**src/hdl/transposition_table_probe_store_assert.svh**
```systemverilog
// assertion macros for the transposition table probe store block
// used by modules that check their own control logic
`ifndef TRANSPOSITION_TABLE_PROBE_STORE_ASSERT_SVH
`define TRANSPOSITION_TABLE_PROBE_STORE_ASSERT_SVH

// checked outside reset only
`define TTPS_ASSERT(lbl, clk, rst_n, prop, msg) \
    lbl: assert property (@(posedge clk) disable iff (!rst_n) prop) else $error(msg);

// checked on every edge, reset included
`define TTPS_ASSERT_ALWAYS(lbl, clk, prop, msg) \
    lbl: assert property (@(posedge clk) prop) else $error(msg);

`endif

```
**src/hdl/ttps_pkg.sv**
```systemverilog
// shared types and constants of the transposition table probe store block
// no dependencies
package ttps_pkg;

    // request function codes
    localparam logic [1:0] FuncProbe = 2'd0;
    localparam logic [1:0] FuncStore = 2'd1;
    localparam logic [1:0] FuncClear = 2'd2;

    // bound kinds
    localparam logic [1:0] BoundExact = 2'd0;
    localparam logic [1:0] BoundUpper = 2'd1;
    localparam logic [1:0] BoundLower = 2'd2;

    localparam int unsigned MaxSearchDepth  = 63;
    localparam logic [30:0] MateLimitReset  = 31'd99936;
    localparam int unsigned CmdQueueDepth   = 2;

    typedef enum logic [1:0] {
        OP_PROBE,
        OP_STORE,
        OP_CLEAR
    } t_op;

    // one classified command between the front and the back
    typedef struct packed {
        t_op         op;
        logic [63:0] key;
        logic [5:0]  depth;
        logic [31:0] alpha;
        logic [31:0] beta;
        logic [31:0] score;
        logic [1:0]  bound;
        logic [31:0] move;
    } t_cmd;

    typedef struct packed {
        logic sweeping;
    } t_back_status;

endpackage

```
**src/hdl/ttps_if.sv**
```systemverilog
// channel interfaces of the transposition table probe store block
// no dependencies
interface ttps_in_if;
    logic        valid;
    logic        ready;
    logic [1:0]  func;
    logic [63:0] key;
    logic [5:0]  depth;
    logic signed [31:0] alpha;
    logic signed [31:0] beta;
    logic signed [31:0] score;
    logic [1:0]  bound_kind;
    logic [31:0] store_move;

    modport source(output valid, func, key, depth, alpha, beta, score, bound_kind,
                   store_move, input ready);
    modport sink(input valid, func, key, depth, alpha, beta, score, bound_kind,
                 store_move, output ready);
endinterface


interface ttps_cfg_if;
    logic        valid;
    logic        ready;
    logic [30:0] mate_limit;

    modport source(output valid, mate_limit, input ready);
    modport sink(input valid, mate_limit, output ready);
endinterface

```
**src/hdl/ttps_front.sv**
```systemverilog
// front end: takes requests and config writes, classifies and filters them
// depends on ttps_pkg and the channel interfaces
module ttps_front (
    input  logic                 i_clk,
    input  logic                 i_rst_n,
    ttps_in_if.sink              i_req,
    ttps_cfg_if.sink             i_cfg,
    input  ttps_pkg::t_back_status i_back_status,
    input  logic                 i_queue_full,
    output logic                 o_push,
    output ttps_pkg::t_cmd       o_push_cmd
);
    logic [30:0] r_mate_limit;
    logic signed [32:0] score_x, lim_x, neg_lim;
    logic is_mate;
    logic [5:0] sat_depth;
    logic accept;

    assign i_cfg.ready = 1'b1;
    assign i_req.ready = !i_queue_full && !i_back_status.sweeping;
    assign accept      = i_req.valid && i_req.ready;

    always_ff @(posedge i_clk) begin
        if (!i_rst_n) begin
            r_mate_limit <= ttps_pkg::MateLimitReset;
        end else if (i_cfg.valid) begin
            r_mate_limit <= i_cfg.mate_limit;
        end
    end

    always_comb begin
        score_x = {i_req.score[31], i_req.score};
        lim_x   = {2'b00, r_mate_limit};
        neg_lim = -lim_x;
        is_mate = (score_x > lim_x) || (score_x < neg_lim);
        sat_depth = ({2'b00, i_req.depth} > 8'(ttps_pkg::MaxSearchDepth)) ?
                    6'(ttps_pkg::MaxSearchDepth) : i_req.depth;
    end

    always_comb begin
        o_push_cmd.op    = ttps_pkg::OP_PROBE;
        o_push_cmd.key   = i_req.key;
        o_push_cmd.depth = i_req.depth;
        o_push_cmd.alpha = i_req.alpha;
        o_push_cmd.beta  = i_req.beta;
        o_push_cmd.score = i_req.score;
        o_push_cmd.bound = i_req.bound_kind;
        o_push_cmd.move  = i_req.store_move;
        o_push = 1'b0;
        unique case (i_req.func)
            ttps_pkg::FuncProbe: begin
                o_push = accept;
            end
            ttps_pkg::FuncStore: begin
                // mate scores never reach the table
                o_push_cmd.op    = ttps_pkg::OP_STORE;
                o_push_cmd.depth = sat_depth;
                o_push = accept && !is_mate;
            end
            ttps_pkg::FuncClear: begin
                o_push_cmd.op = ttps_pkg::OP_CLEAR;
                o_push = accept;
            end
            default: begin
                o_push = 1'b0;
            end
        endcase
    end
endmodule

```
**src/flat_wrapper.sv**
```systemverilog
// flat-port wrapper written by rule: the top's interface ports become plain ports
module ttps_front_flat 
  (i_clk, i_rst_n, i_back_status, i_queue_full, o_push, o_push_cmd, i_req_valid, i_req_func, i_req_key, i_req_depth, i_req_alpha, i_req_beta, i_req_score, i_req_bound_kind, i_req_store_move, i_req_ready, i_cfg_valid, i_cfg_mate_limit, i_cfg_ready);
  ttps_in_if i_req_i ();
  ttps_cfg_if i_cfg_i ();
  input  logic i_clk;
  input  logic i_rst_n;
  input  ttps_pkg::t_back_status i_back_status;
  input  logic i_queue_full;
  output logic o_push;
  output ttps_pkg::t_cmd o_push_cmd;
  input wire logic [$bits(i_req_i.valid)-1:0] i_req_valid;
  input wire logic [$bits(i_req_i.func)-1:0] i_req_func;
  input wire logic [$bits(i_req_i.key)-1:0] i_req_key;
  input wire logic [$bits(i_req_i.depth)-1:0] i_req_depth;
  input wire logic [$bits(i_req_i.alpha)-1:0] i_req_alpha;
  input wire logic [$bits(i_req_i.beta)-1:0] i_req_beta;
  input wire logic [$bits(i_req_i.score)-1:0] i_req_score;
  input wire logic [$bits(i_req_i.bound_kind)-1:0] i_req_bound_kind;
  input wire logic [$bits(i_req_i.store_move)-1:0] i_req_store_move;
  output wire logic [$bits(i_req_i.ready)-1:0] i_req_ready;
  input wire logic [$bits(i_cfg_i.valid)-1:0] i_cfg_valid;
  input wire logic [$bits(i_cfg_i.mate_limit)-1:0] i_cfg_mate_limit;
  output wire logic [$bits(i_cfg_i.ready)-1:0] i_cfg_ready;
  assign i_req_i.valid = i_req_valid;
  assign i_req_i.func = i_req_func;
  assign i_req_i.key = i_req_key;
  assign i_req_i.depth = i_req_depth;
  assign i_req_i.alpha = i_req_alpha;
  assign i_req_i.beta = i_req_beta;
  assign i_req_i.score = i_req_score;
  assign i_req_i.bound_kind = i_req_bound_kind;
  assign i_req_i.store_move = i_req_store_move;
  assign i_req_ready = i_req_i.ready;
  assign i_cfg_i.valid = i_cfg_valid;
  assign i_cfg_i.mate_limit = i_cfg_mate_limit;
  assign i_cfg_ready = i_cfg_i.ready;
  ttps_front u_core (.i_clk(i_clk), .i_rst_n(i_rst_n), .i_req(i_req_i), .i_cfg(i_cfg_i), .i_back_status(i_back_status), .i_queue_full(i_queue_full), .o_push(o_push), .o_push_cmd(o_push_cmd));
endmodule
```
**config.mk**
```make
export PLATFORM = sky130hd
export DESIGN_NAME = ttps_front_flat
export DESIGN_NICKNAME = d
export VERILOG_FILES = /design/src/hdl/transposition_table_probe_store_assert.svh /design/src/hdl/ttps_pkg.sv /design/src/hdl/ttps_if.sv /design/src/hdl/ttps_front.sv /design/src/flat_wrapper.sv
export SDC_FILE = /design/constraint.sdc
export NUM_CORES = 1
export LEC_CHECK = 0
export ABC_CLOCK_PERIOD_IN_PS = 4350
export BUFFER_PORTS_ARGS = -buffer_cell sky130_fd_sc_hd__buf_4
export CAP_MARGIN = 20
export CORE_AREA = 10 10 164 166
export CTS_BUF_LIST = sky130_fd_sc_hd__clkbuf_4
export DETAILED_ROUTE_END_ITERATION = 8
export DIE_AREA = 0 0 174 176
export PLACE_DENSITY = 0.54
export SYNTH_ARGS = -nofsm -noshare
export SYNTH_HDL_FRONTEND = slang
export SYNTH_SLANG_ARGS = --single-unit
```
**constraint.sdc**
```tcl
create_clock -name i_clk -period 4.35 [get_ports i_clk]
set_input_delay 0.2175 -clock i_clk [delete_from_list [all_inputs] [get_ports i_clk]]
set_output_delay 0.2175 -clock i_clk [all_outputs]
set_load 0.03 [all_outputs]
```
==> flow_summary.json <==
{
  "wl_met3_mm": 1.883,
  "synth_edf_count": 0,
  "die_h_um": 176,
  "antenna_left": 0,
  "htreeDepth": 2,
  "cts_buffers": 5,
  "fin_cells": 815,
  "seq_area_um2": 620.6,
  "syn_nets": 885,
  "crit_fanout": 4,
  "finalHoldWorstSlack_ns": 0.07753,
  "ys_async_sr_fraction_pct": 0,
  "multi_input_area_um2": 2425,
  "cts_sinks": 31,
  "pwr-share-comb_pct": 39.1,
  "worstPathCellList": "or4_4 > or3_4 > nor4_4 > nand3_2 > nor3_2 > xnor2_1 > ha_1 > and4_1 > a221oi_2 > o21ai_0 > a221oi_1 > buf_4",
  "synth_seq_cells": 31,
  "gr-total-overflow": 0,
  "clock-skew-final_ns": 0,
  "setup_slack_ns": 0.3077,
  "power_leakage_nw": 2.017,
  "drt-pass1-iter-count": 4,
  "fin_area_um2": 4479,
  "routed_wl_mm": 15.45,
  "finalCritPeriodShare_pct": 92.93,
  "hold_viol": 0,
  "cts_root_buf": "clkbuf_4",
  "totalPowerFinal_uw": 917.3,
  "critPathRequiredTime_ns": 4.13,
  "synth-main-ff-cell": "dfxtp_1",
  "grt.total_usage_pct": 9.663,
  "drive_gt1_share_pct": 25.51,
  "dp_slack_ns": 0.5473,
  "min_period_ns": 4.042,
  "pwr-share-seq_pct": 35.3,
  "start_util_pct": 19.76,
  "switchingPower_uw": 332.4,
  "r2r_cells": 2,
  "internal_power_uw": 584.9,
  "regMostFlops": "u_core.r_mate_limit",
  "max_slew.worst_pin.slew_ns": 0.7724,
  "slew-limit-headroom_pct": 47.17,
  "drt-met1-wl_mm": 5.734,
  "hold_path_class": "input port to register",
  "synth_area_um2": 4707,
  "hpwl_mm": 13.51,
  "rsz0062_at_grt": "false",
  "path_class": "register to primary output",
  "synthCells": 582,
  "max-vdd-ir-drop_v": 0.00009755,
  "end_kind": "primary output",
  "dp.cells": 805,
  "yosysSeqAreaShare_pct": 13.18,
  "die_w_um": 174,
  "grt_start_max_net_pins": 38,
  "path_depth": 12,
  "fp-row-count": 57,
  "clkLatencyLatePin_ns": 0.35,
  "min_path_cells": 3,
  "placed_area_um2": 4384,
  "finish.utilization_pct": 18.80,
  "post_drt_via_cell_ratio": 4.022,
  "core_area_um2": 23820,
  "slowest_stage": "or4_4",
  "swShare_pct": 36.24,
  "maxUsedRoutingLayer": "met5",
  "grt_pass1_vias": 3515,
  "status": "finished clean",
  "path_delay_family": "simple AND/OR/NAND/NOR gates",
  "critPathMaxStageDelay_ns": 0.55,
  "antenna_found_initial": 5,
  "setup_viol": 0,
  "cts_tree": "yes",
  "syn2layout_area_growth_pct": -4.838,
  "drc": 0,
  "largest_reg_flops": 31,
  "n_fill_cell": 2709,
  "crit_buf_inv": 1,
  "pin_count": 444,
  "slew_violations": 0,
  "wl_met2_mm": 6.956,
  "cap_violations": 0,
  "wire_per_inst_um": 18.95,
  "power.share.clock_pct": 25.6,
  "power_density_nw_per_um2": 204.8,
  "synth_warnings": 0,
  "synthDistinctLibCells": 40,
  "cp-start-kind": "register",
  "gp_congestion": 0.8042,
  "syn_area_per_cell_um2": 8.088,
  "fmax_mhz": 247.4,
  "initialDrtViolationCount": 123,
  "setup_tns_ns": 0,
  "worstPathArrival_ns": 3.82,
  "dieArea_um2": 30620,
  "grt_pass1_wl_mm": 22.26,
  "clk_path_buf_depth": 2,
  "port_buffers": 106,
  "cts.clk_slew.worst_paths_ns": 0.11,
  "final_nets": 792,
  "via_count": 3278,
  "top_regs": "u_core.r_mate_limit x31"
}
## kinds of logic (layout without fill, tap and decap cells)
group                      after synthesis  in the layout  synth area share (%)
xor gates and xnor gates                26             26                 4.838
DFF                                     31             31                 13.18
muxes                                   25             25                 5.316
other                                    1              2               0.07967
buffers and inverters                  244            152                 35.49
and+or+nand+nor                        128            128                 15.63
adders and majority gates               64             64                 17.01
AOI/OAI and AO/OA                       63             63                 8.453
## timing repair
item / 4_1_cts / 5_1_grt
gates resized for setup: 0 / 2
hold buffers: 0 / 0
buffers inserted: 0 / 1
endpoints found under the setup margin: 0 / 1
## routing by layer
layer	GRT usage, %	up-vias
li1	-	1597
met1	9.733	1418
met2	15.42	174
met3	5.553	79
met4	5.451	10
met5	1.278	-
## cell usage after synthesis (all sizes together), types with 4 or more instances
master | instances | share of area (%)
a21oi | 24 | 2.6
ha | 64 | 17
nand2 | 25 | 2.0
nand3 | 17 | 1.9
dfxtp | 31 | 13
nor4 | 10 | 1.8
o211ai | 8 | 1.3
inv | 35 | 2.8
nor2b | 31 | 4.1
nand4 | 14 | 1.9
o21ai | 9 | 0.96
nor2 | 13 | 1.0
o31ai | 4 | 0.64
a21o | 8 | 1.3
buf | 201 | 32
xnor2 | 25 | 4.7
mux2i | 25 | 5.3
nor3 | 7 | 0.85
clkbuf | 8 | 0.64
## power by group through the flow
stage / clock network [mW] / logic (mW) / registers (mW)
final: 0.235 / 0.359 / 0.323
after global routing: 0.260 / 0.406 / 0.327
after CTS: 0.243 / 0.367 / 0.323
after detailed placement: 0 / 0.364 / 0.330
after global placement: 0 / 0.360 / 0.330
after floorplan: 0 / 0.529 / 0.323
## tightest hold or removal path, cell delays in order
cell      delay (ns)
buf_4           0.07
nand2_1         0.05
o211ai_1        0.06
## cell usage in the layout, fill, tap and decap left out, types with 16 or more instances in the layout
| cell type | instances |
|---|---|
| nand3_1 | 16 |
| xnor2_1 | 25 |
| ha_1 | 64 |
| nand2_1 | 25 |
| dfxtp_1 | 31 |
| nor2b_1 | 31 |
| mux2i_1 | 25 |
| buf_4 | 109 |
| inv_1 | 35 |
| a21oi_1 | 24 |
## cell type report
class,instances,area share [%]
Sequential cell,31,13.85
Antenna cell,1,0.05587
Clock buffer,5,0.8380
Tap cell,324,9.050
Clock inverter,3,0.8659
Inverter,35,2.933
Timing Repair Buffer,109,18.27
Multi-Input combinational cell,307,54.13
## path summary, 6_finish.rpt
path | from | slack (ns) | to
worst max-delay path | u_core.r_mate_limit[13] | 0.31 | o_push
worst min-delay path | i_cfg_mate_limit[15] | 0.08 | u_core.r_mate_limit[15]
worst min register to register | u_core.r_mate_limit[12] | 0.53 | u_core.r_mate_limit[12]
worst max register to register | u_core.r_mate_limit[28] | 3.54 | u_core.r_mate_limit[28]
Note: power is estimated with default switching activity, not from simulation.
