$ cat src/hdl/transposition_table_probe_store_assert.svh
// assertion macros for the transposition table probe store block
// used by modules that check their own control logic
`ifndef TRANSPOSITION_TABLE_PROBE_STORE_ASSERT_SVH
`define TRANSPOSITION_TABLE_PROBE_STORE_ASSERT_SVH

// checked outside reset only
`define TTPS_ASSERT(lbl, clk, rst_n, prop, msg) \
    lbl: assert property (@(posedge clk) disable iff (!rst_n) prop) else $error(msg);

// checked on every edge, reset included
`define TTPS_ASSERT_ALWAYS(lbl, clk, prop, msg) \
    lbl: assert property (@(posedge clk) prop) else $error(msg);

`endif

$ cat src/hdl/ttps_pkg.sv
// shared types and constants of the transposition table probe store block
// no dependencies
package ttps_pkg;

    // request function codes
    localparam logic [1:0] FuncProbe = 2'd0;
    localparam logic [1:0] FuncStore = 2'd1;
    localparam logic [1:0] FuncClear = 2'd2;

    // bound kinds
    localparam logic [1:0] BoundExact = 2'd0;
    localparam logic [1:0] BoundUpper = 2'd1;
    localparam logic [1:0] BoundLower = 2'd2;

    localparam int unsigned MaxSearchDepth  = 63;
    localparam logic [30:0] MateLimitReset  = 31'd99936;
    localparam int unsigned CmdQueueDepth   = 2;

    typedef enum logic [1:0] {
        OP_PROBE,
        OP_STORE,
        OP_CLEAR
    } t_op;

    // one classified command between the front and the back
    typedef struct packed {
        t_op         op;
        logic [63:0] key;
        logic [5:0]  depth;
        logic [31:0] alpha;
        logic [31:0] beta;
        logic [31:0] score;
        logic [1:0]  bound;
        logic [31:0] move;
    } t_cmd;

    typedef struct packed {
        logic sweeping;
    } t_back_status;

endpackage

$ cat src/hdl/ttps_cmd_fifo.sv
// short command queue between the front and the back
// depends on ttps_pkg
module ttps_cmd_fifo (
    input  logic          i_clk,
    input  logic          i_rst_n,
    input  logic          i_push,
    input  ttps_pkg::t_cmd i_push_cmd,
    output logic          o_full,
    input  logic          i_pop,
    output logic          o_valid,
    output ttps_pkg::t_cmd o_head
);
    localparam int PtrBits = $clog2(ttps_pkg::CmdQueueDepth);
    localparam int CntBits = $clog2(ttps_pkg::CmdQueueDepth + 1);

    ttps_pkg::t_cmd r_slot [ttps_pkg::CmdQueueDepth];
    logic [PtrBits-1:0] r_wr_ptr, r_rd_ptr;
    logic [CntBits-1:0] r_count;

    assign o_full  = (r_count == CntBits'(ttps_pkg::CmdQueueDepth));
    assign o_valid = (r_count != '0);
    assign o_head  = r_slot[r_rd_ptr];

    always_ff @(posedge i_clk) begin
        if (i_push) begin
            r_slot[r_wr_ptr] <= i_push_cmd;
        end
    end

    always_ff @(posedge i_clk) begin
        if (!i_rst_n) begin
            r_wr_ptr <= '0;
            r_rd_ptr <= '0;
            r_count  <= '0;
        end else begin
            if (i_push) begin
                r_wr_ptr <= (r_wr_ptr == PtrBits'(ttps_pkg::CmdQueueDepth - 1)) ?
                            '0 : r_wr_ptr + 1'b1;
            end
            if (i_pop) begin
                r_rd_ptr <= (r_rd_ptr == PtrBits'(ttps_pkg::CmdQueueDepth - 1)) ?
                            '0 : r_rd_ptr + 1'b1;
            end
            case ({i_push, i_pop})
                2'b10:   r_count <= r_count + 1'b1;
                2'b01:   r_count <= r_count - 1'b1;
                default: r_count <= r_count;
            endcase
        end
    end
endmodule

$ cat config.mk
export PLATFORM = sky130hd
export DESIGN_NAME = ttps_cmd_fifo
export DESIGN_NICKNAME = d
export VERILOG_FILES = /design/src/hdl/transposition_table_probe_store_assert.svh /design/src/hdl/ttps_pkg.sv /design/src/hdl/ttps_cmd_fifo.sv
export SDC_FILE = /design/constraint.sdc
export NUM_CORES = 1
export LEC_CHECK = 0
export BUFFER_PORTS_ARGS = -buffer_cell sky130_fd_sc_hd__buf_2
export CORE_MARGIN = 8
export CORE_UTILIZATION = 54
export CTS_BUF_LIST = sky130_fd_sc_hd__clkbuf_8
export DETAILED_ROUTE_END_ITERATION = 8
export GPL_ROUTABILITY_DRIVEN = 0
export GPL_TIMING_DRIVEN = 0
export PLACE_DENSITY = 0.88
export SLEW_MARGIN = 20
export SYNTH_ARGS = -nofsm -noshare
export SYNTH_HDL_FRONTEND = slang
export SYNTH_SLANG_ARGS = --single-unit
$ cat constraint.sdc
create_clock -name i_clk -period 14.1 [get_ports i_clk]
set_clock_uncertainty 0.1 [all_clocks]
set_input_delay 2.82 -clock i_clk [delete_from_list [all_inputs] [get_ports i_clk]]
set_output_delay 2.82 -clock i_clk [all_outputs]
set_load 0.05 [all_outputs]
==> results of run 1 <==
## final timing paths
kind | slack [ns] | cells after the start | to | start
worst min register to register | 0.42 | 2 | r_count[1]$_SDFFE_PN0P_ | r_count[1]$_SDFFE_PN0P_
worst max register to register | 11.82 | 5 | r_slot[0][54]$_DFFE_PP_ | r_wr_ptr$_SDFFE_PN0P_
worst min-delay path | 0.42 | 2 | r_count[1]$_SDFFE_PN0P_ | r_count[1]$_SDFFE_PN0P_
worst max-delay path | 9.12 | 4 | o_head[104] | flop
## synth_stat cells (all sizes together)
library cell | instances | area share (%)
edfxtp | 404 | 82
mux2 | 202 | 15
buf | 22 | 1.5
dfxtp | 5 | 0.67
and2 | 4 | 0.17
xnor2 | 2 | 0.12
a21boi | 1 | 0.051
and2b | 1 | 0.059
ha | 1 | 0.084
inv | 1 | 0.025
nor2 | 1 | 0.025
nor2b | 1 | 0.042
o21a | 1 | 0.051
o21ai | 1 | 0.034
or2 | 1 | 0.042
or3 | 1 | 0.042
xor2 | 1 | 0.059
## power by group through the flow
| stage | Sequential, mW | Clock (mW) | Combinational (mW) |
|---|---|---|---|
| after floorplan | 1.46 | 0 | 0.346 |
| after global placement | 1.47 | 0 | 0.466 |
| after detailed placement | 1.45 | 0 | 0.486 |
| after CTS | 1.42 | 0.877 | 0.490 |
| after global routing | 1.42 | 0.925 | 0.504 |
| final | 1.42 | 0.853 | 0.484 |
## cells by family after synthesis
family          count (synthesis)  share of synthesized area (%)
flops                         409                           82.4
mux                           202                           15.3
buf+inv                        23                           1.56
simple gates                    9                          0.379
compound gates                  3                          0.135
xor+xnor                        3                          0.177
fa+ha+maj                       1                         0.0842
## sequential cells by signal, summed over array words and instances, names as in the netlist, named ones only
signal    count
r_slot      404
r_rd_ptr      1
r_count       2
r_wr_ptr      1
## layout by cell type, fill, tap and decap left out
cell type,n
xor2_1,1
buf_12,6
and2_4,1
dfxtp_1,5
clkinv_1,13
buf_16,6
inv_1,23
buf_6,18
buf_4,2
nor2b_1,1
nor2_4,1
mux2_2,202
and2_1,3
or3_1,1
and2b_2,1
diode_2,5
edfxtp_1,404
ha_1,1
a21boi_1,1
xnor2_1,2
o21a_1,1
or2_2,1
clkinvlp_4,2
clkinv_2,6
o21ai_0,1
buf_2,411
bufinv_16,1
clkbuf_8,64
## layout make-up
type / count / area, um2
antenna: 5 / 12.5
buffer: 22 / 228
clock buffer: 64 / 881
clock inverter: 44 / 206
fill: 1696 / 8230
inverter: 1 / 3.75
multi-input combinational: 218 / 2400
sequential: 409 / 12200
tap: 341 / 427
timing repair buffer: 421 / 2330
## layer usage
metal,track usage (%),share of wire (%),vias to the layer above
met5,0,0.067,-
met4,8.43,3.6,4
met3,6.41,8.7,79
met2,37.1,54,348
met1,20.0,34,3880
li1,-,-,3577
## worst max-delay path, delay by kind of cell (launching register included)
family	cells	cell delay [ns]
multiplexers	1	0.39
flip-flops	1	0.37
buffers and inverters	3	0.72
## stage by stage
step	total power, mW	hold WS (ns)	std cells	utilization [%]	setup TNS, ns
global placement	1.93	0.374	1400	64.3	-534.84
CTS	2.79	0.419	1520	69.4	0
floorplan	1.80	0.361	650	-	0
finish	2.76	0.417	1525	69.5	0
detailed placement	1.93	0.405	1412	65.4	0
global route	2.85	0.431	1525	69.5	0
==> impl_metrics.ini, run 1 <==
[final_layout]
layout.nets = 1340
drive_gt1_share_pct = 61.2
syn2layout_area_growth_pct = 26.0
finalInstanceArea_mm2 = 0.0187

[setup_path]
cp-end-kind = output pin
crit_path_top_delay_cell = mux2_2
critPathRequiredTime_ns = 11.18
start_kind = flop
cp.arrival_ns = 2.06
crit_type = flop to output pin
crit_chain = buf_4, buf_6, mux2_2, buf_2
crit_fanout = 10
cp_slowest_stage_delay_ns = 0.39

[grt]
gr-usage-all-layers_pct = 19.9
gr-total-overflow = 0
grt_pass1_vias = 8696
grt_max_degree = 57
antenna_found_initial = 7
grt_pass1_wl_um = 50000

[cts]
cts_sinks = 409
cts-root-buf = clkbuf_8
clk_pin_slew_ns = 0.06
numCtsBuffers = 60
cts_setup_buffers = 0
cts_max_level = 2
clk-insertion-delay-late_ns = 0.57
clk_path_buf_depth = 3
ctsHoldBuffers = 0
cts_tree = done
cts_resized = 0

[detailed_routing]
ant_nets = 0
drcViolationCount = 0
via_per_inst = 5.17
dr.pass1.iters = 5
drt-initial-drc-count = 368
drt_wl_total_um = 34400
wl_per_cell_um = 22.6
num_vias = 7888

[min_path]
min_path_type = flop to flop

[yosys]
synthesis.nets = 857
ys_warn_count = 0
yosysSeqAreaShare_pct = 82.4
ys_types = 19
synth_cells = 650
syn-cell-area_mm2 = 0.0149
synth-seq-cells = 409
synth_area_per_cell_um2 = 22.9

[timing]
rsz0062_at_grt = no
clock.fmax_mhz = 201
worstMarginPinSlew_ns = 0.741
finalSetupViolations = 0
max_slew_margin_pct = 50.5
fin_crit_sh_pct = 35.3
period_needed_ns = 4.98
drv_slew = 0
hold_viol_final = 0
layout_setup_ws_ns = 9.12

[power_and_ir_drop]
power.clock.fraction_pct = 30.9
seq_power_share_pct = 51.5
switching_share_pct = 28.1
power.density_mw_per_mm2 = 147
ir_worst_vdd_uv = 114
intPower_mw = 1.98
switchingPower_mw = 0.775
p_leak_nw = 7.15
combPwrFrac_pct = 17.6

[die]
initial_core_util_pct = 55.1
die_y_um = 182
die_w_um = 182
core-area_mm2 = 0.0270
ios = 410
rows = 60
die_area_mm2 = 0.0331

[placed_design]
pre_cts_slack_ns = 9.18
io_buffers = 409
dp_hpwl_um = 24100
placed_cell_area_mm2 = 0.0176

[run]
max_cap_viol_count = 0

[outcome]
status = finished, final reports clean
No activity file was read; power rests on OpenSTA's default activity.
==> run 2: changes to the inputs <==
Settings changed: CORE_UTILIZATION 54 to 49, PLACE_DENSITY 0.88 to 0.84.
Clock period 14.1 ns to 4.4 ns, I/O delays scaled along.
==> run 2 against run 1 <==
Critical path type unchanged. Design area is 0.91% higher. Setup slack worse by 7.7 ns. Non-clock buffer count is 1 higher. Global-route usage is 1.9 points lower. Count of clock-buffer cells in the layout is 5 higher. Register-to-register slack worse by 9.6 ns. Critical endpoint is now o_head[72]. Wire length is 0.72% lower. Sequential power grew to 3.2 times the previous value. Sequential share of layout area is 0.59 points lower. Clock power grew to 3.3 times the previous value. Highest routed layer unchanged.
==> impl_metrics.ini, run 2 (same netlist as run 1, synthesis figures left out) <==
[final_layout]
largestRegisters = r_slot: 404 flops, r_count: 2 flops
seq_area_mm2 = 0.0122
largest-register = r_slot
largest_reg_flops = 404
final_cell_mix = buf_2 (411), edfxtp_1 (404), mux2_2 (202), clkbuf_8 (69), inv_1 (25)
final_common_cell = buf_2
syn2layout_area_growth_pct = 27.2
fin_cells = 1585
multi_input_area_mm2 = 0.00240
layout.nets = 1348
drive_gt1_share_pct = 61.7
nFillCells = 2037

[min_path]
min_path_type = primary input to flop

[cts]
clk-insertion-delay-late_ns = 0.54
cts-root-buf = clkbuf_8
clk_path_buf_depth = 3
cts_sinks = 409
clk_pin_slew_ns = 0.06
cts_max_level = 3
cts_tree = done
cts_resized = 0
numCtsBuffers = 67
cts_setup_buffers = 0
ctsHoldBuffers = 0

[detailed_routing]
drt_wl_total_um = 34200
wl_per_cell_um = 21.6
via_per_inst = 4.97
dr.pass1.iters = 6
drcViolationCount = 0
num_vias = 7885
drt-initial-drc-count = 335
ant_nets = 0

[die]
rows = 63
die_area_mm2 = 0.0361
ios = 410
initial_core_util_pct = 50.0
core-area_mm2 = 0.0297
die_w_um = 190
die_y_um = 190

[setup_path]
cp.arrival_ns = 2.04
cpLargestDelayFamily = buffers and inverters
crit_type = flop to output pin
cp_slowest_stage_delay_ns = 0.38
critPathRequiredTime_ns = 3.42
crit_fanout = 10
cp_num_buf_inv = 3
start_kind = flop
cp-end-kind = output pin
crit_chain = buf_4, buf_6, mux2_2, buf_2
crit_path_top_delay_cell = dfxtp_1

[power_and_ir_drop]
combPwrFrac_pct = 17.4
seq_power_share_pct = 50.9
power.density_mw_per_mm2 = 474
switching_share_pct = 28.2
p_leak_nw = 7.20
ir_worst_vdd_uv = 386
switchingPower_mw = 2.53
intPower_mw = 6.42
power.clock.fraction_pct = 31.7

[timing]
fin_crit_sh_pct = 68.7
finalSetupViolations = 0
clock.fmax_mhz = 331
drv_slew = 0
hold_viol_final = 0
max_slew_margin_pct = 69.8
worstMarginPinSlew_ns = 0.452
rsz0062_at_grt = no
period_needed_ns = 3.02
tns_ns = 0

[grt]
grt_max_degree = 55
grt_pass1_vias = 8630
grt_pass1_wl_um = 49500
gr-usage-all-layers_pct = 18.0
antenna_found_initial = 11
gr-total-overflow = 0

[placed_design]
dp_cells = 1462
io_buffers = 409
dp_hpwl_um = 24600

[outcome]
status = finished, final reports clean

[run]
max_cap_viol_count = 0
-- run 2: area by class of cell --
cell class	instances	area share [%]
Sequential cell	409	64.7
Multi-Input combinational cell	218	12.7
Timing Repair Buffer	422	12.5
Clock buffer	69	5.03
Tap cell	390	2.58
Buffer	22	1.21
Clock inverter	43	1.01
Antenna cell	11	0.146
Inverter	1	0.0861
-- run 2: power by group through the flow --
stage               Sequential [mW]  Combinational (mW)  Clock [mW]
global placement               4.65                1.50           0
global route                   4.57                1.62        3.10
CTS                            4.56                1.57        2.93
detailed placement             4.63                1.56           0
floorplan                      4.63                1.11           0
finish                         4.55                1.56        2.84
-- run 2: stage by stage --
| step | worst slack [ns] | cell area (um2) | hold slack (ns) | power (mW) | util (%) |
|---|---|---|---|---|---|
| 6_report | 1.38 | 18900 | 0.403 | 8.95 | 63.6 |
| 5_1_grt | 1.24 | 18900 | 0.357 | 9.29 | 63.6 |
| 4_1_cts | 1.29 | 18900 | 0.360 | 9.05 | 63.5 |
| 3_5_place_dp | 1.43 | 17700 | 0.423 | 6.20 | 59.6 |
| 3_3_place_gp | -1.74 | 17400 | 0.372 | 6.14 | 58.6 |
| 2_1_floorplan | -0.00703 | 14900 | 0.361 | 5.75 | - |
-- run 2: path summary, 6_finish.rpt --
kind	start	endpoint	slack, ns	depth (start not counted)
setup / recovery	flop	o_head[72]	1.38	4
hold / removal	i_push_cmd[41]	r_slot[1][41]$_DFFE_PP_	0.40	1
setup reg to reg	r_wr_ptr$_SDFFE_PN0P_	r_slot[0][26]$_DFFE_PP_	2.23	6
hold reg to reg	r_count[1]$_SDFFE_PN0P_	r_count[1]$_SDFFE_PN0P_	0.43	2
-- run 2: layer usage --
| layer | wire (um) | up-vias | track usage (%) |
|---|---|---|---|
| li1 | - | 3611 | - |
| met1 | 12400 | 3883 | 19.6 |
| met2 | 18100 | 313 | 31.6 |
| met3 | 2660 | 74 | 5.91 |
| met4 | 1040 | 4 | 7.85 |
| met5 | 22 | - | 0 |
-- run 2: worst reg2reg max path, delay by kind of cell, from the launching register on --
family	cells	cell delay, ns
and+or+nand+nor	1	0.37
buffers and inverters	5	1.06
DFF	1	0.34
==> run 3: changes to the inputs <==
Settings changed: ABC_AREA from default to 1, CORE_UTILIZATION 49 to 54, PLACE_DENSITY 0.84 to 0.88.
Clock period 4.4 ns to 3.15 ns, I/O delays scaled along.
==> run 3 against run 2 <==
Utilization is 5.9 points higher. Largest cell class unchanged. Count of clock-buffer cells in the layout shrank 9. Wire length increased by 1.3%. Largest power group unchanged. Critical path depth stayed put. Worst hold slack worse by 0.27 ns. Global-route usage is 1.9 points higher. Register-to-register slack got worse by 1.3 ns. Critical endpoint is now o_head[23].
==> impl_metrics.ini, run 3 <==
[outcome]
status = finished, final reports clean

[setup_path]
rrSetupSlack_ns = 0.93
cp.arrival_ns = 2.07
critPathRequiredTime_ns = 2.42
crit_fanout = 10
r2r_end = r_slot[0][55]$_DFFE_PP_
cp-end-kind = output pin
crit_type = flop to output pin
r2r-start = r_wr_ptr$_SDFFE_PN0P_
start_kind = flop
rr_worst_depth = 6

[cts]
cts_tree = done
cts_resized = 0
cts_max_level = 2
clk_path_buf_depth = 3
ctsHoldBuffers = 0
clk-insertion-delay-late_ns = 0.57
cts_setup_buffers = 0
numCtsBuffers = 60
cts_sinks = 409
cts-root-buf = clkbuf_8
clk_pin_slew_ns = 0.07

[power_and_ir_drop]
seq_power_share_pct = 52.7
switchingPower_mw = 3.29
intPower_mw = 8.80
power.clock.fraction_pct = 31.2
p_leak_nw = 7.19
combPwrFrac_pct = 16.1
power.density_mw_per_mm2 = 644
ir_worst_vdd_uv = 570
switching_share_pct = 27.2

[detailed_routing]
ant_nets = 0
drt_wl_total_um = 34600
via_per_inst = 5.25
dr.pass1.iters = 5
drcViolationCount = 0
drt-initial-drc-count = 432
num_vias = 8072
wl_per_cell_um = 22.5

[timing]
max_slew_margin_pct = 48.4
finalSetupViolations = 0
hold_viol_final = 0
worstMarginPinSlew_ns = 0.772
rsz0062_at_grt = no
drv_slew = 0
fin_crit_sh_pct = 88.8
clock.fmax_mhz = 358
period_needed_ns = 2.80

[final_layout]
final_common_cell = buf_2
nFillCells = 1635
syn2layout_area_growth_pct = 26.4
final_cell_mix = buf_2 (411), edfxtp_1 (404), mux2_2 (202), clkbuf_8 (60), inv_1 (29)
largestRegisters = r_slot: 404 flops, r_count: 2 flops
largest_reg_flops = 404
final_core_util_pct = 69.5
largest-register = r_slot
layout.nets = 1356
fin_cells = 1538
finalInstanceArea_mm2 = 0.0188
drive_gt1_share_pct = 60.1

[grt]
grt_pass1_wl_um = 49900
gr-total-overflow = 0
antenna_found_initial = 6
grt_max_degree = 33
grt_pass1_vias = 8823
gr-usage-all-layers_pct = 19.9

[min_path]
min_path_type = primary input to flop
hold_path_depth = 1
min_from = i_push_cmd[112]
min_delay_worst_endpoint = r_slot[0][112]$_DFFE_PP_

[placed_design]
dp_hpwl_um = 25100
dp_cells = 1428
placed_cell_area_mm2 = 0.0177
io_buffers = 409

[yosys]
synthesis.nets = 870
ys_async_sr_fraction_pct = 0
yosysSeqAreaShare_pct = 82.3
synthFlopType = edfxtp_1
syn-cell-area_mm2 = 0.0149
synth_common_cells = edfxtp_1 (404), mux2_2 (202), buf_6 (18)
synth.largest_area_cell = edfxtp_1
ys_warn_count = 0
synth_top_area_share_pct = 81.6
synth_edf_count = 404
synth-seq-cells = 409
synth_cells = 663
synth_area_per_cell_um2 = 22.4
ys_types = 13
synth_most_common_cell = edfxtp_1
synth_area_leaders = edfxtp_1 (82%), mux2_2 (15%), buf_6 (1.4%)

[die]
core-area_mm2 = 0.0270
initial_core_util_pct = 55.0
ios = 410
rows = 60
die_y_um = 182
die_w_um = 182
die_area_mm2 = 0.0331

[run]
max_cap_viol_count = 0
## run 3: changes by cell type after synthesis, moves of 2 or more
| cell | before | now |
|---|---|---|
| and2_1 | 4 | 0 |
| nor2_1 | 1 | 11 |
| nand2_1 | 0 | 9 |
| xnor2_1 | 2 | 0 |
| inv_1 | 1 | 6 |
## run 3: final cells by class
class	count	area (um2)	area share (%)
timing repair buffer	424	2380	12.7
inverter	6	38.8	0.206
clock buffer	60	826	4.40
buffer	22	228	1.21
multi-input combinational	226	2400	12.8
sequential	409	12200	65.1
antenna	3	7.51	0.0400
tap	341	427	2.27
clock inverter	47	240	1.28
## run 3: kinds of logic after synthesis
| logic type | synth area share [%] |
|---|---|
| and+or+nand+nor | 0.547 |
| adders and majority gates | 0.0842 |
| DFF | 82.3 |
| AOI/OAI and AO/OA | 0.0673 |
| buffers and inverters | 1.68 |
| muxes | 15.3 |
## run 3: power by group through the flow
stage | combinational [mW] | sequential, mW | clock (mW)
floorplan | 1.35 | 6.49 | 0
global placement | 1.83 | 6.51 | 0
detailed placement | 1.94 | 6.49 | 0
CTS | 1.96 | 6.38 | 3.87
global route | 2.02 | 6.39 | 4.08
finish | 1.94 | 6.38 | 3.78
## run 3: worst max-delay path by stage
stage / startpoint / end / slack (ns) / depth (start not counted)
final: flop / o_head[23] / 0.35 / 4
after global routing: flop / o_head[23] / 0.23 / 4
after CTS: flop / o_head[11] / 0.27 / 4
after detailed placement: i_push / r_slot[0][76]$_DFFE_PP_ / 0.42 / 8
after global placement: i_push / r_slot[1][0]$_DFFE_PP_ / -2.80 / 3
after floorplan: i_push / r_slot[1][0]$_DFFE_PP_ / -1.02 / 2
## run 3: per-stage QoR
step                       TNS, ns  worst slack [ns]  hold slack [ns]  power, mW
after global routing             0             0.231           0.0937       12.5
final                            0             0.354            0.137       12.1
after CTS                        0             0.265           0.0897       12.2
after global placement    -1094.81             -2.80            0.378       8.35
after floorplan            -408.20             -1.02            0.363       7.84
after detailed placement         0             0.421            0.390       8.43
## run 3: routing by layer
metal / part of all wire, % / GRT usage [%] / vias to the layer above / wire (um)
met1: 34 / 19.7 / 3975 / 11600
met5: 0.10 / 0 / - / 35
met2: 53 / 37.0 / 392 / 18500
met4: 3.4 / 8.23 / 6 / 1170
met3: 9.6 / 7.07 / 82 / 3330
li1: - / - / 3617 / -
## run 3: critical path, cell delays in order (launching register included)
cell and delay (ns):
dfxtp_1 0.39, buf_4 0.29, buf_6 0.21, mux2_2 0.37, buf_2 0.22
